**src/hw/rtl/bsuf_pkg.sv**
```systemverilog
package bsuf_pkg;

    localparam int MAX_WIDTH_DEF  = 1024;
    localparam int MAX_HEIGHT_DEF = 1024;
    localparam int CFG_AW = 2;
    localparam int CFG_DW = 11;

    localparam logic [CFG_AW-1:0] REG_THRESH = 2'd0;
    localparam logic [CFG_AW-1:0] REG_MARGIN = 2'd1;
    localparam logic [CFG_AW-1:0] REG_WIDTH  = 2'd2;
    localparam logic [CFG_AW-1:0] REG_HEIGHT = 2'd3;

    localparam logic [1:0] MODE_UPDATE = 2'd0;
    localparam logic [1:0] MODE_READ   = 2'd1;
    localparam logic [1:0] MODE_FILL   = 2'd2;
    localparam logic [1:0] MODE_UNUSED = 2'd3;

    typedef struct packed {
        logic [1:0]  mode;
        logic        in_frame;
        logic        upd;
        logic        last;
        logic [9:0]  row;
        logic [9:0]  col;
        logic [7:0]  depth;
        logic [23:0] colour;
    } cmd_t;

    typedef enum logic [3:0] {
        ST_IDLE, ST_RD, ST_RESP, ST_E_RD0, ST_E_RD1, ST_E_WAIT, ST_E_CMP,
        ST_E_NEXT, ST_CLR
    } bk_state_t;

endpackage

```
**src/hw/rtl/bsuf_front.sv**
```systemverilog
module bsuf_front (
    input  logic                 clk,
    input  logic                 rst_n,
    input  logic                 in_valid,
    output logic                 in_stall,
    input  logic [1:0]           mode,
    input  logic [9:0]           pixel_row,
    input  logic [9:0]           pixel_col,
    input  logic [7:0]           depth_in,
    input  logic [7:0]           blue_in,
    input  logic [7:0]           green_in,
    input  logic [7:0]           red_in,
    input  logic                 last_pixel,
    input  logic [7:0]           thresh,
    input  logic [10:0]          used_w,
    input  logic [10:0]          used_h,
    output logic                 q_valid,
    output bsuf_pkg::cmd_t       q_cmd,
    input  logic                 q_pop
);
    // two-entry queue
    bsuf_pkg::cmd_t mem_reg [2];
    logic       wp_reg, rp_reg;
    logic [1:0] cnt_reg;
    bsuf_pkg::cmd_t c;
    logic push;

    always_comb
    begin
        c.mode     = mode;
        c.in_frame = ({1'b0, pixel_row} < used_h) && ({1'b0, pixel_col} < used_w);
        c.upd      = (mode == bsuf_pkg::MODE_UPDATE) && c.in_frame && (depth_in < thresh);
        c.last     = last_pixel && (mode == bsuf_pkg::MODE_UPDATE);
        c.row      = pixel_row;
        c.col      = pixel_col;
        c.depth    = depth_in;
        c.colour   = {red_in, green_in, blue_in};
    end

    assign in_stall = (cnt_reg == 2'd2);
    assign push     = in_valid && !in_stall;
    assign q_valid  = (cnt_reg != 2'd0);
    assign q_cmd    = mem_reg[rp_reg];

    always_ff @(posedge clk)
    begin
        if (push)
            mem_reg[wp_reg] <= c;
    end

    always_ff @(posedge clk or negedge rst_n)
    begin
        if (!rst_n)
        begin
            wp_reg  <= 1'b0;
            rp_reg  <= 1'b0;
            cnt_reg <= 2'd0;
        end
        else
        begin
            if (push)
                wp_reg <= ~wp_reg;
            if (q_pop)
                rp_reg <= ~rp_reg;
            cnt_reg <= cnt_reg + {1'b0, push} - {1'b0, q_pop};
        end
    end

`ifndef SYNTHESIS
    a_no_pop_empty: assert property (@(posedge clk) disable iff (!rst_n)
        q_pop |-> q_valid) else $error("pop from empty queue");
    a_cnt_range: assert property (@(posedge clk) disable iff (!rst_n)
        cnt_reg != 2'd3) else $error("queue count overflow");
    a_full_stall: assert property (@(posedge clk) disable iff (!rst_n)
        (cnt_reg == 2'd2) |-> in_stall) else $error("full queue not stalling");
`endif
endmodule

```
**config.mk**
```make
export PLATFORM = sky130hd
export DESIGN_NAME = bsuf_front
export DESIGN_NICKNAME = d
export VERILOG_FILES = /design/src/hw/rtl/bsuf_pkg.sv /design/src/hw/rtl/bsuf_front.sv
export SDC_FILE = /design/constraint.sdc
export NUM_CORES = 1
export LEC_CHECK = 0
export BUFFER_PORTS_ARGS = -buffer_cell sky130_fd_sc_hd__buf_4
export CORE_UTILIZATION = 45
export DETAILED_ROUTE_END_ITERATION = 16
export GPL_TIMING_DRIVEN = 0
export PLACE_DENSITY = 0.71
export SYNTH_ARGS = -nofsm -noshare
export SYNTH_HDL_FRONTEND = slang
export SYNTH_SLANG_ARGS = --single-unit
```
**constraint.sdc**
```tcl
create_clock -name clk -period 4.2 [get_ports clk]
set_clock_uncertainty 0.2 [all_clocks]
set_input_delay 0.21 -clock clk [delete_from_list [all_inputs] [get_ports clk]]
set_output_delay 0.21 -clock clk [all_outputs]
set_load 0.01 [all_outputs]
```
==> reports/results.ini, run 1 <==
[outcome]
status = finished, final reports clean

[route]
wl_per_cell_um = 15.6
wl_mm = 10.3
drt_first_pass_iters = 6
vias_per_cell = 4.86
drtIter0Drc = 117
ant_nets = 0
drc = 0
vias = 3205

[clock_network]
h-tree-depth = 4
clk_pin_slew_worst_paths_ns = 0.06
ctsResizeCount = 0
cts_buffer_depth = 2
cts_root_buffer = clkbuf_8
cts_tree = yes
numCtsBuffers = 17
clock_sinks = 118
clk_latency_ns = 0.50

[power_and_ir_drop]
p_per_area_nw_per_um2 = 596
finalPower_mw = 4.42
p_leak_nw = 3.07
ir_worst_vdd_uv = 277

[sta]
worstMarginPinSlew_ns = 0.822
finalSetupViolations = 0
final_hold_viol_count = 0
slew-limit-headroom_pct = 45.1
fmax_ghz = 0.408
period_share_pct = 58.3
drv_slew = 0
rsz0062_at_grt = false
setup-tns-final_ns = 0
fin_crit_ns = 2.45

[setup_path]
worst_setup_path_start_kind = input pin
crit_type = input pin to register
critPathArrivalTime_ns = 2.49
required_ns = 4.25
r2r_slack_ns = 2.07
worstPathMaxFanout = 3
worst_setup_path_end_kind = register

[global_route]
grt_pass1_wl_mm = 15.9
antenna_found_initial = 0
grt_remaining_overflow = 0
grt_use_total_pct = 18.9
grt_pass1_vias = 3350
grt_max_degree = 33

[floorplan]
start_util_pct = 47.1
fp.dieArea_um2 = 11400
die-height_um = 107
die_w_um = 107
coreArea_um2 = 10500
ioPinCount = 148
rows = 37

[layout]
antenna-diode-count = 0
stdcell_area_um2 = 7410
area_delta_synth_final_pct = 49.9
drive_gt1_share_pct = 47.2
layout.nets = 626
largest_register_ff_count = 114

[placement]
hpwlAfterDp_mm = 6.69
place_area_um2 = 6270
io_buffers = 147
gp_congestion = 0.768

[synthesis]
yosysMostFrequentCell = edfxtp_1
synth_area_leaders = edfxtp_1 (69%), mux2_2 (13%), ha_1 (6.8%)
syn_area_um2 = 4950
synth_edf_count = 114
synth_warnings = 0
synthArstFlopShare_pct = 3.39
ys_ff_latch = 118
syn_avg_cell_area_um2 = 17.5
synthFlopType = edfxtp_1
synth_top_cell_by_area = edfxtp_1
synth.distinct_cells = 28
synth_top_cell_area_share_pct = 69.2
synth_common_cells = edfxtp_1 (114), mux2_2 (57), inv_1 (28)
synthCells = 283
ys_seq_area_share_pct = 71.2
synth.net_count = 399

[job]
cap_violations = 0

[min_path]
min_path_type = input pin to register

[report_power, final]
group | internal (mW) | switching [mW] | total [mW]
clock network | 0.838 | 0.486 | 1.32
registers | 1.61 | 0.0659 | 1.68
logic | 0.744 | 0.675 | 1.42
total | 3.20 | 1.23 | 4.42
[metal layers]
metal	vias up	routed length (um)	GRT usage [%]	part of all wire, %
li1	1534	-	-	-
met1	1541	4170	20.9	41
met2	122	5280	33.2	51
met3	8	780	6.81	7.6
met4	0	59	7.34	0.57
met5	-	0	0	0
[stage by stage]
stage	worst slack (ns)	hold slack, ns	util [%]	cells
after floorplan	0.553	-0.286	-	283
after global placement	-0.882	-0.192	59.2	566
after detailed placement	1.79	-0.191	59.7	568
after CTS	1.70	0.105	70.6	659
after global routing	1.64	0.132	70.6	659
final	1.75	0.133	70.6	659
[layout by cell type, fill, tap and decap left out, drive strengths merged]
| master | instances |
|---|---|
| bufinv | 2 |
| a22oi | 1 |
| clkinv | 8 |
| edfxtp | 114 |
| xor2 | 1 |
| nor3b | 1 |
| nand2 | 3 |
| nand4 | 4 |
| a211oi | 2 |
| a21oi | 6 |
| o311a | 1 |
| o21a | 1 |
| inv | 29 |
| nor4 | 1 |
| buf | 154 |
| a21o | 6 |
| nand2b | 4 |
| o2111ai | 1 |
| dlygate4sd3 | 59 |
| and3 | 1 |
| clkbuf | 20 |
| xnor2 | 3 |
| ha | 27 |
| dfrtp | 4 |
| a2111oi | 2 |
| mux2 | 57 |
| clkinvlp | 3 |
| or2 | 1 |
| nor2 | 2 |
| nand3 | 5 |
[cell type report]
type                            count  area (um^2)
Inverter                           29          109
Timing Repair Buffer              208         1730
Tap cell                          136          170
Multi-Input combinational cell    130         1290
Sequential cell                   118         3520
Clock buffer                       19          422
Clock inverter                     13          134
Buffer                              6         28.8
Fill cell                         705         3090
[cells by family after synthesis]
group / share of synthesized area (%)
compound gates: 3.04
xor+xnor: 0.708
mux: 13.0
fa+ha+maj: 6.83
buf+inv: 2.78
flops: 71.2
simple gates: 2.43
[critical path, cell delays in order]
cell and delay [ns]:
dlygate4sd3_1 0.55, buf_4 0.15, ha_1 0.29, nand4_1 0.15, a2111oi_0 0.74, nor4_1 0.23, o311a_1 0.18
[worst paths after layout]
kind / from / end / cells after the start
hold reg to reg: cnt_reg[1] / cnt_reg[1] / 1
hold / removal: thresh[7] / mem_reg[1][53] / 5
min in group asynchronous: rst_n / cnt_reg[1] / 3
setup reg to reg: cnt_reg[1] / mem_reg[0][30] / 4
max in group asynchronous: rst_n / wp_reg / 3
setup / recovery: pixel_row[9] / mem_reg[0][53] / 7
[what timing repair did]
action                                  CTS  global route
endpoints found under the setup margin    0             0
hold buffers                             59             0
setup buffers                             0             0
endpoints found under the hold margin   120             0
Note: power is estimated with default switching activity, not from simulation.
==> inputs of run 2 (changes only) <==
Settings changed: ABC_AREA set to 1.
Clock period 4.2 ns to 2.4 ns, I/O delays scaled along.
==> run 2 against run 1 <==
Effect of this change:
- register-to-register slack got worse by 1.6 ns
- final cell count increased by 7.9%
- first-iteration DRC count decreased by 11%
- wire length increased by 2.3%
- sequential power increased by 75%
- via count increased by 3.4%
- critical path depth decreased by 3
- combinational power increased by 93%
- global-route usage increased by 0.18 points
- total power increased by 76%
- synthesized cell count increased by 17%
- largest cell class unchanged
==> reports/results.ini, run 2 <==
[sta]
period_share_pct = 83.4
slew-limit-headroom_pct = 55.8  ; +11 points
finalSetupViolations = 0  ; unchanged
worstMarginPinSlew_ns = 0.662  ; -0.160 ns
fin_crit_ns = 2.00
setup-tns-final_ns = 0  ; unchanged
drv_slew = 0  ; unchanged
rsz0062_at_grt = false
final_hold_viol_count = 0  ; unchanged
fmax_ghz = 0.500

[placement]
io_buffers = 147  ; unchanged
gp_congestion = 0.711  ; -7.4%
hpwlAfterDp_mm = 7.23  ; +8.1%

[synthesis]
yosysMostFrequentCell = edfxtp_1
synth_common_cells = edfxtp_1 (114), inv_1 (46), mux2_2 (37)
synth_top_cell_area_share_pct = 66.7  ; -2.5 points
synthArstFlopShare_pct = 3.39  ; unchanged
synth.distinct_cells = 19  ; -32%
synthCells = 330  ; +17%
ys_seq_area_share_pct = 68.6  ; -2.6 points
synth_warnings = 0  ; unchanged
synth_edf_count = 114  ; unchanged
ys_ff_latch = 118  ; unchanged
syn_area_um2 = 5130  ; +3.8%
syn_avg_cell_area_um2 = 15.6  ; -11%
synth_top_cell_by_area = edfxtp_1
synth_area_leaders = edfxtp_1 (67%), mux2_2 (8.1%), ha_1 (6.6%)
synthFlopType = edfxtp_1
synth.net_count = 446  ; +12%

[clock_network]
h-tree-depth = 4  ; unchanged
cts_tree = yes
clk_latency_ns = 0.40  ; -0.10 ns
clock_sinks = 118  ; unchanged
numCtsBuffers = 17  ; unchanged
clk_pin_slew_worst_paths_ns = 0.05  ; about the same
cts_root_buffer = clkbuf_16
cts_buffer_depth = 2  ; unchanged

[floorplan]
ioPinCount = 148  ; unchanged
die_w_um = 109  ; +1.8%
start_util_pct = 46.7  ; -0.32 points
coreArea_um2 = 11000  ; +4.5%
rows = 38  ; +2.7%
fp.dieArea_um2 = 11800  ; +3.7%
die-height_um = 109  ; +1.8%

[layout]
final_common_cell = buf_4
layout_common_cells = buf_4 (147), edfxtp_1 (114), dlygate4sd3_1 (59), inv_1 (46), mux2_2 (37)
layout.nets = 675  ; +7.8%
final_core_utilization_pct = 69.3  ; -1.3 points
largest_register_ff_count = 114  ; unchanged
area_delta_synth_final_pct = 48.3
antenna-diode-count = 0  ; unchanged
drive_gt1_share_pct = 42.7  ; -4.5 points

[route]
ant_nets = 0  ; unchanged
drtIter0Drc = 104  ; -11%
vias_per_cell = 4.66  ; -4.2%
drt-met1-wl_mm = 4.45  ; +6.6%
wl_met3_um = 852  ; +9.2%
wl_per_cell_um = 14.8  ; -5.1%
vias = 3313  ; +3.4%
wl_met2_mm = 5.11  ; -3.2%
drt_first_pass_iters = 5  ; -1
wl_mm = 10.5  ; +2.3%
drc = 0  ; unchanged
top_layer = met4

[job]
cap_violations = 0  ; unchanged

[min_path]
min_path_type = input pin to register
whs_endpoint = mem_reg[0][53]
holdPathStages = 7  ; +2
holdCritStartpoint = used_h[10]

[power_and_ir_drop]
p_leak_nw = 3.28  ; +6.9%
p_per_area_nw_per_um2 = 1030  ; +72%
ir_worst_vdd_uv = 569  ; +110%

[setup_path]
crit_type = register to output pin
r2r_slack_ns = 0.43  ; -1.64 ns
r2r_end = mem_reg[1][36]
worst_setup_path_end_kind = output pin
required_ns = 2.08  ; -2.17 ns
reg2reg_from = cnt_reg[1]
reg2regPathDepth = 4  ; unchanged
worstPathMaxFanout = 10  ; +7
worst_setup_path_start_kind = register
critPathArrivalTime_ns = 1.68  ; -0.81 ns

[global_route]
grt_max_degree = 24  ; -27%
grt_pass1_vias = 3445  ; +2.8%
antenna_found_initial = 0  ; unchanged
grt_use_total_pct = 19.1  ; +0.18 points
grt_remaining_overflow = 0  ; unchanged
grt_pass1_wl_mm = 16.5  ; +3.7%

[outcome]
status = finished, final reports clean

## run 2: cell count changes after synthesis, moves of 4 or more
cell	delta
inv_1	+18
a21o_1	-6
mux2_2	-20
nor2_1	+19
nand2b_1	-4
nand2_1	+31
a21oi_1	+5
mux2_4	+20
## run 2: worst max-delay path, stage by stage (launching register included)
cell,delay (ns)
dfrtp_1,0.41
buf_6,0.19
buf_6,0.20
mux2_4,0.32
buf_4,0.14
## run 2: worst max path at each step
stage,start,end,slack [ns]
finish,rp_reg,q_cmd[39],0.40
global route,cnt_reg[1],mem_reg[1][41],0.32
CTS,rp_reg,q_cmd[39],0.37
detailed placement,cnt_reg[1],mem_reg[1][37],0.42
global placement,cnt_reg[1],mem_reg[0][38],-1.18
floorplan,cnt_reg[1],mem_reg[0][0],-0.26
## run 2: repair_timing
item / in CTS / in global routing
hold endpoints to repair: 117 / 0
resized for setup: 0 / 0
buffers inserted: 0 / 0
hold buffers: 59 / 0
setup endpoints to repair: 0 / 0
## run 2: routing by layer
layer  global-route usage (%)  up-vias
li1                         -     1630
met1                     22.0     1555
met2                     32.0      116
met3                     8.01       12
met4                     6.66        0
met5                        0        -
## run 2: area by class of cell
| cell class | instances | area (um^2) |
|---|---|---|
| sequential | 118 | 3520 |
| fill | 764 | 3370 |
| timing repair buffer | 210 | 1790 |
| multi-input combinational | 160 | 1400 |
| clock buffer | 19 | 433 |
| tap | 140 | 175 |
| inverter | 46 | 173 |
| clock inverter | 12 | 65.1 |
| buffer | 6 | 48.8 |
## run 2: cell families after synthesis
family	synth area share [%]
AOI/OAI and AO/OA	1.24
xor gates and xnor gates	0.683
adders and majority gates	6.58
buffers and inverters	4.31
DFF	68.6
muxes	14.0
and+or+nand+nor	4.58
## run 2: metrics by stage
stage | hold slack (ns) | std cells | instance area, um^2 | setup slack (ns) | total power, mW
5_1_grt | 0.202 | 711 | 7610 | 0.322 | 8.21
4_1_cts | 0.149 | 711 | 7610 | 0.372 | 7.89
3_5_place_dp | -0.282 | 621 | 6520 | 0.416 | 5.68
3_3_place_gp | -0.283 | 617 | 6420 | -1.18 | 5.52
2_1_floorplan | -0.376 | 330 | 5140 | -0.259 | 4.43
6_report | 0.164 | 711 | 7610 | 0.399 | 7.80
## run 2: where the power goes
group          total [mW]  internal (mW)  switching [mW]
registers            2.94           2.82           0.121
logic                2.74           1.48            1.26
clock network        2.12           1.29           0.830
total                7.80           5.59            2.21
==> inputs of run 3 (changes only) <==
Settings changed: ABC_AREA 1 to 0, PLACE_DENSITY 0.71 to 0.74.
Clock period 2.4 ns to 1.82 ns, I/O delays scaled along.
==> run 3 against run 2 <==
Effect of this change:
- largest cell class unchanged
- sequential power up 33%
- hold slack worse by 0.12 ns
- die area shrank 3.6%
- the run now ends with setup timing left
- total power up 48%
- global-route usage up 1.6 points
- critical path depth grew 1
- clock power rose by 73%
- clock-buffer cell count did not move
- non-clock buffer count up 4
==> reports/results.ini, run 3 (synthesis results as in run 1) <==
[outcome]
status = finished with violations
violations = setup timing

[layout]
layout.nets = 634  ; -6.1%
antenna-diode-count = 0  ; unchanged
area_delta_synth_final_pct = 57.5
largest_register_ff_count = 114  ; unchanged
drive_gt1_share_pct = 49.2  ; +6.4 points
final_common_cell = buf_4
layout_common_cells = buf_4 (139), edfxtp_1 (114), dlygate4sd3_1 (59), mux2_2 (44), inv_1 (28)

[floorplan]
fp.dieArea_um2 = 11400  ; -3.6%
rows = 37  ; -2.6%
start_util_pct = 47.1  ; +0.32 points
ioPinCount = 148  ; unchanged
die-height_um = 107  ; -1.8%
coreArea_um2 = 10500  ; -4.3%
die_w_um = 107  ; -1.8%

[sta]
fin_crit_ns = 2.02
holdWs_ns = 0.0451  ; -0.119 ns
setup_slack_ns = -0.197  ; -0.596 ns
drv_slew = 0  ; unchanged
worstMarginPinSlew_ns = 0.754  ; +0.0924 ns
slew-limit-headroom_pct = 48.4  ; -7.4 points
rsz0062_at_grt = true
fmax_ghz = 0.496
final_hold_viol_count = 0  ; unchanged
setup-tns-final_ns = -8.41  ; -8.41 ns
finalSetupViolations = 57  ; +57
period_share_pct = 111

[setup_path]
crit_type = register to output pin
worst_setup_path_end_kind = output pin
required_ns = 1.53  ; -0.55 ns
r2r_slack_ns = 0.11  ; -0.32 ns
worstPathMaxFanout = 10  ; unchanged
worst_setup_path_start_kind = register
critPathArrivalTime_ns = 1.73  ; +0.05 ns

[global_route]
antenna_found_initial = 0  ; unchanged
grt_pass1_wl_mm = 17.5  ; +6.5%
grt_max_degree = 58  ; +140%
grt_pass1_vias = 3548  ; +3.0%
grt_remaining_overflow = 0  ; unchanged
grt_use_total_pct = 20.7  ; +1.6 points

[clock_network]
numCtsBuffers = 17  ; unchanged
cts_root_buffer = clkbuf_8
clk_pin_slew_worst_paths_ns = 0.06  ; about the same
clk_latency_ns = 0.51  ; +0.11 ns
cts_tree = yes
clock_sinks = 118  ; unchanged
h-tree-depth = 4  ; unchanged
cts_buffer_depth = 2  ; unchanged

[route]
drtIter0Drc = 140  ; +35%
vias_per_cell = 4.94  ; +6.0%
wl_mm = 11.5  ; +9.2%
drt-met1-wl_mm = 4.69  ; +5.4%
wl_met2_mm = 6.02  ; +18%
wl_per_cell_um = 17.2  ; +16%
ant_nets = 0  ; unchanged
vias = 3296  ; -0.51%
drc = 0  ; unchanged
wl_met3_um = 686  ; -19%
drt_first_pass_iters = 4  ; -1
top_layer = met4

[placement]
gp_congestion = 0.771  ; +8.5%
place_ws_ns = -0.496  ; -0.912 ns
io_buffers = 147  ; unchanged
hpwlAfterDp_mm = 6.70  ; -7.3%

[min_path]
min_path_type = input pin to register

[power_and_ir_drop]
p_leak_nw = 3.27  ; -0.43%
p_per_area_nw_per_um2 = 1480  ; +44%
ir_worst_vdd_uv = 664  ; +17%

[job]
cap_violations = 0  ; unchanged

==> run 3: cell types whose count changed in the layout (fill, tap and decap cells not counted), moves of 6 or more <==
| cell | before | now |
|---|---|---|
| mux2_4 | 20 | 13 |
| buf_6 | 3 | 15 |
| clkinv_2 | 6 | 0 |
| nand2_1 | 34 | 2 |
| mux2_2 | 37 | 44 |
| buf_4 | 147 | 139 |
| nor2_1 | 19 | 1 |
| a21o_1 | 0 | 6 |
| inv_1 | 46 | 28 |
==> run 3: per-stage QoR <==
| step | power (mW) | utilization [%] | cell area, um^2 | std cells |
|---|---|---|---|---|
| 5_1_grt | 12.0 | 74.1 | 7790 | 667 |
| 3_5_place_dp | 7.13 | 59.5 | 6250 | 567 |
| 6_report | 11.5 | 74.1 | 7790 | 667 |
| 3_3_place_gp | 7.04 | 59.3 | 6230 | 566 |
| 2_1_floorplan | 5.62 | - | 4960 | 283 |
| 4_1_cts | 11.6 | 73.9 | 7770 | 667 |
==> run 3: path summary, 6_finish.rpt <==
kind,from,to,cells after the start
max in group asynchronous,rst_n,wp_reg,3
min in group asynchronous,rst_n,cnt_reg[1],3
hold reg to reg,cnt_reg[0],cnt_reg[0],1
hold / removal,used_h[10],mem_reg[1][54],5
setup reg to reg,cnt_reg[0],cnt_reg[1],7
setup / recovery,rp_reg,q_cmd[35],5
==> run 3: timing repair <==
item	4_1_cts	5_1_grt
cloned	2	1
endpoints found under the setup margin	171	117
buffers inserted	8	2
pin swaps	1	1
endpoints found under the hold margin	134	0
hold buffers	59	0
resized for setup	44	13
==> run 3: worst max-delay path: stages, from the launching register on <==
cell     delay, ns
dfrtp_1       0.37
buf_6         0.14
buf_12        0.10
buf_12        0.12
mux2_2        0.34
buf_4         0.15
==> run 3: where the power goes <==
group	internal [mW]	total (mW)	switching [mW]
Sequential	3.72	3.91	0.183
Combinational	2.21	3.97	1.76
Clock	2.42	3.66	1.24
Total	8.35	11.5	3.18
==> run 3: area by class of cell <==
type | count | area (um^2)
Buffer | 5 | 91.3
Clock buffer | 19 | 432
Clock inverter | 13 | 219
Fill cell | 673 | 2720
Inverter | 29 | 109
Multi-Input combinational cell | 132 | 1390
Sequential cell | 118 | 3520
Tap cell | 136 | 170
Timing Repair Buffer | 215 | 1850
==> run 3: routing by layer <==
metal	global-route usage (%)	vias up
li1	-	1562
met1	23.9	1602
met2	37.0	121
met3	6.02	11
met4	6.85	0
met5	0	-
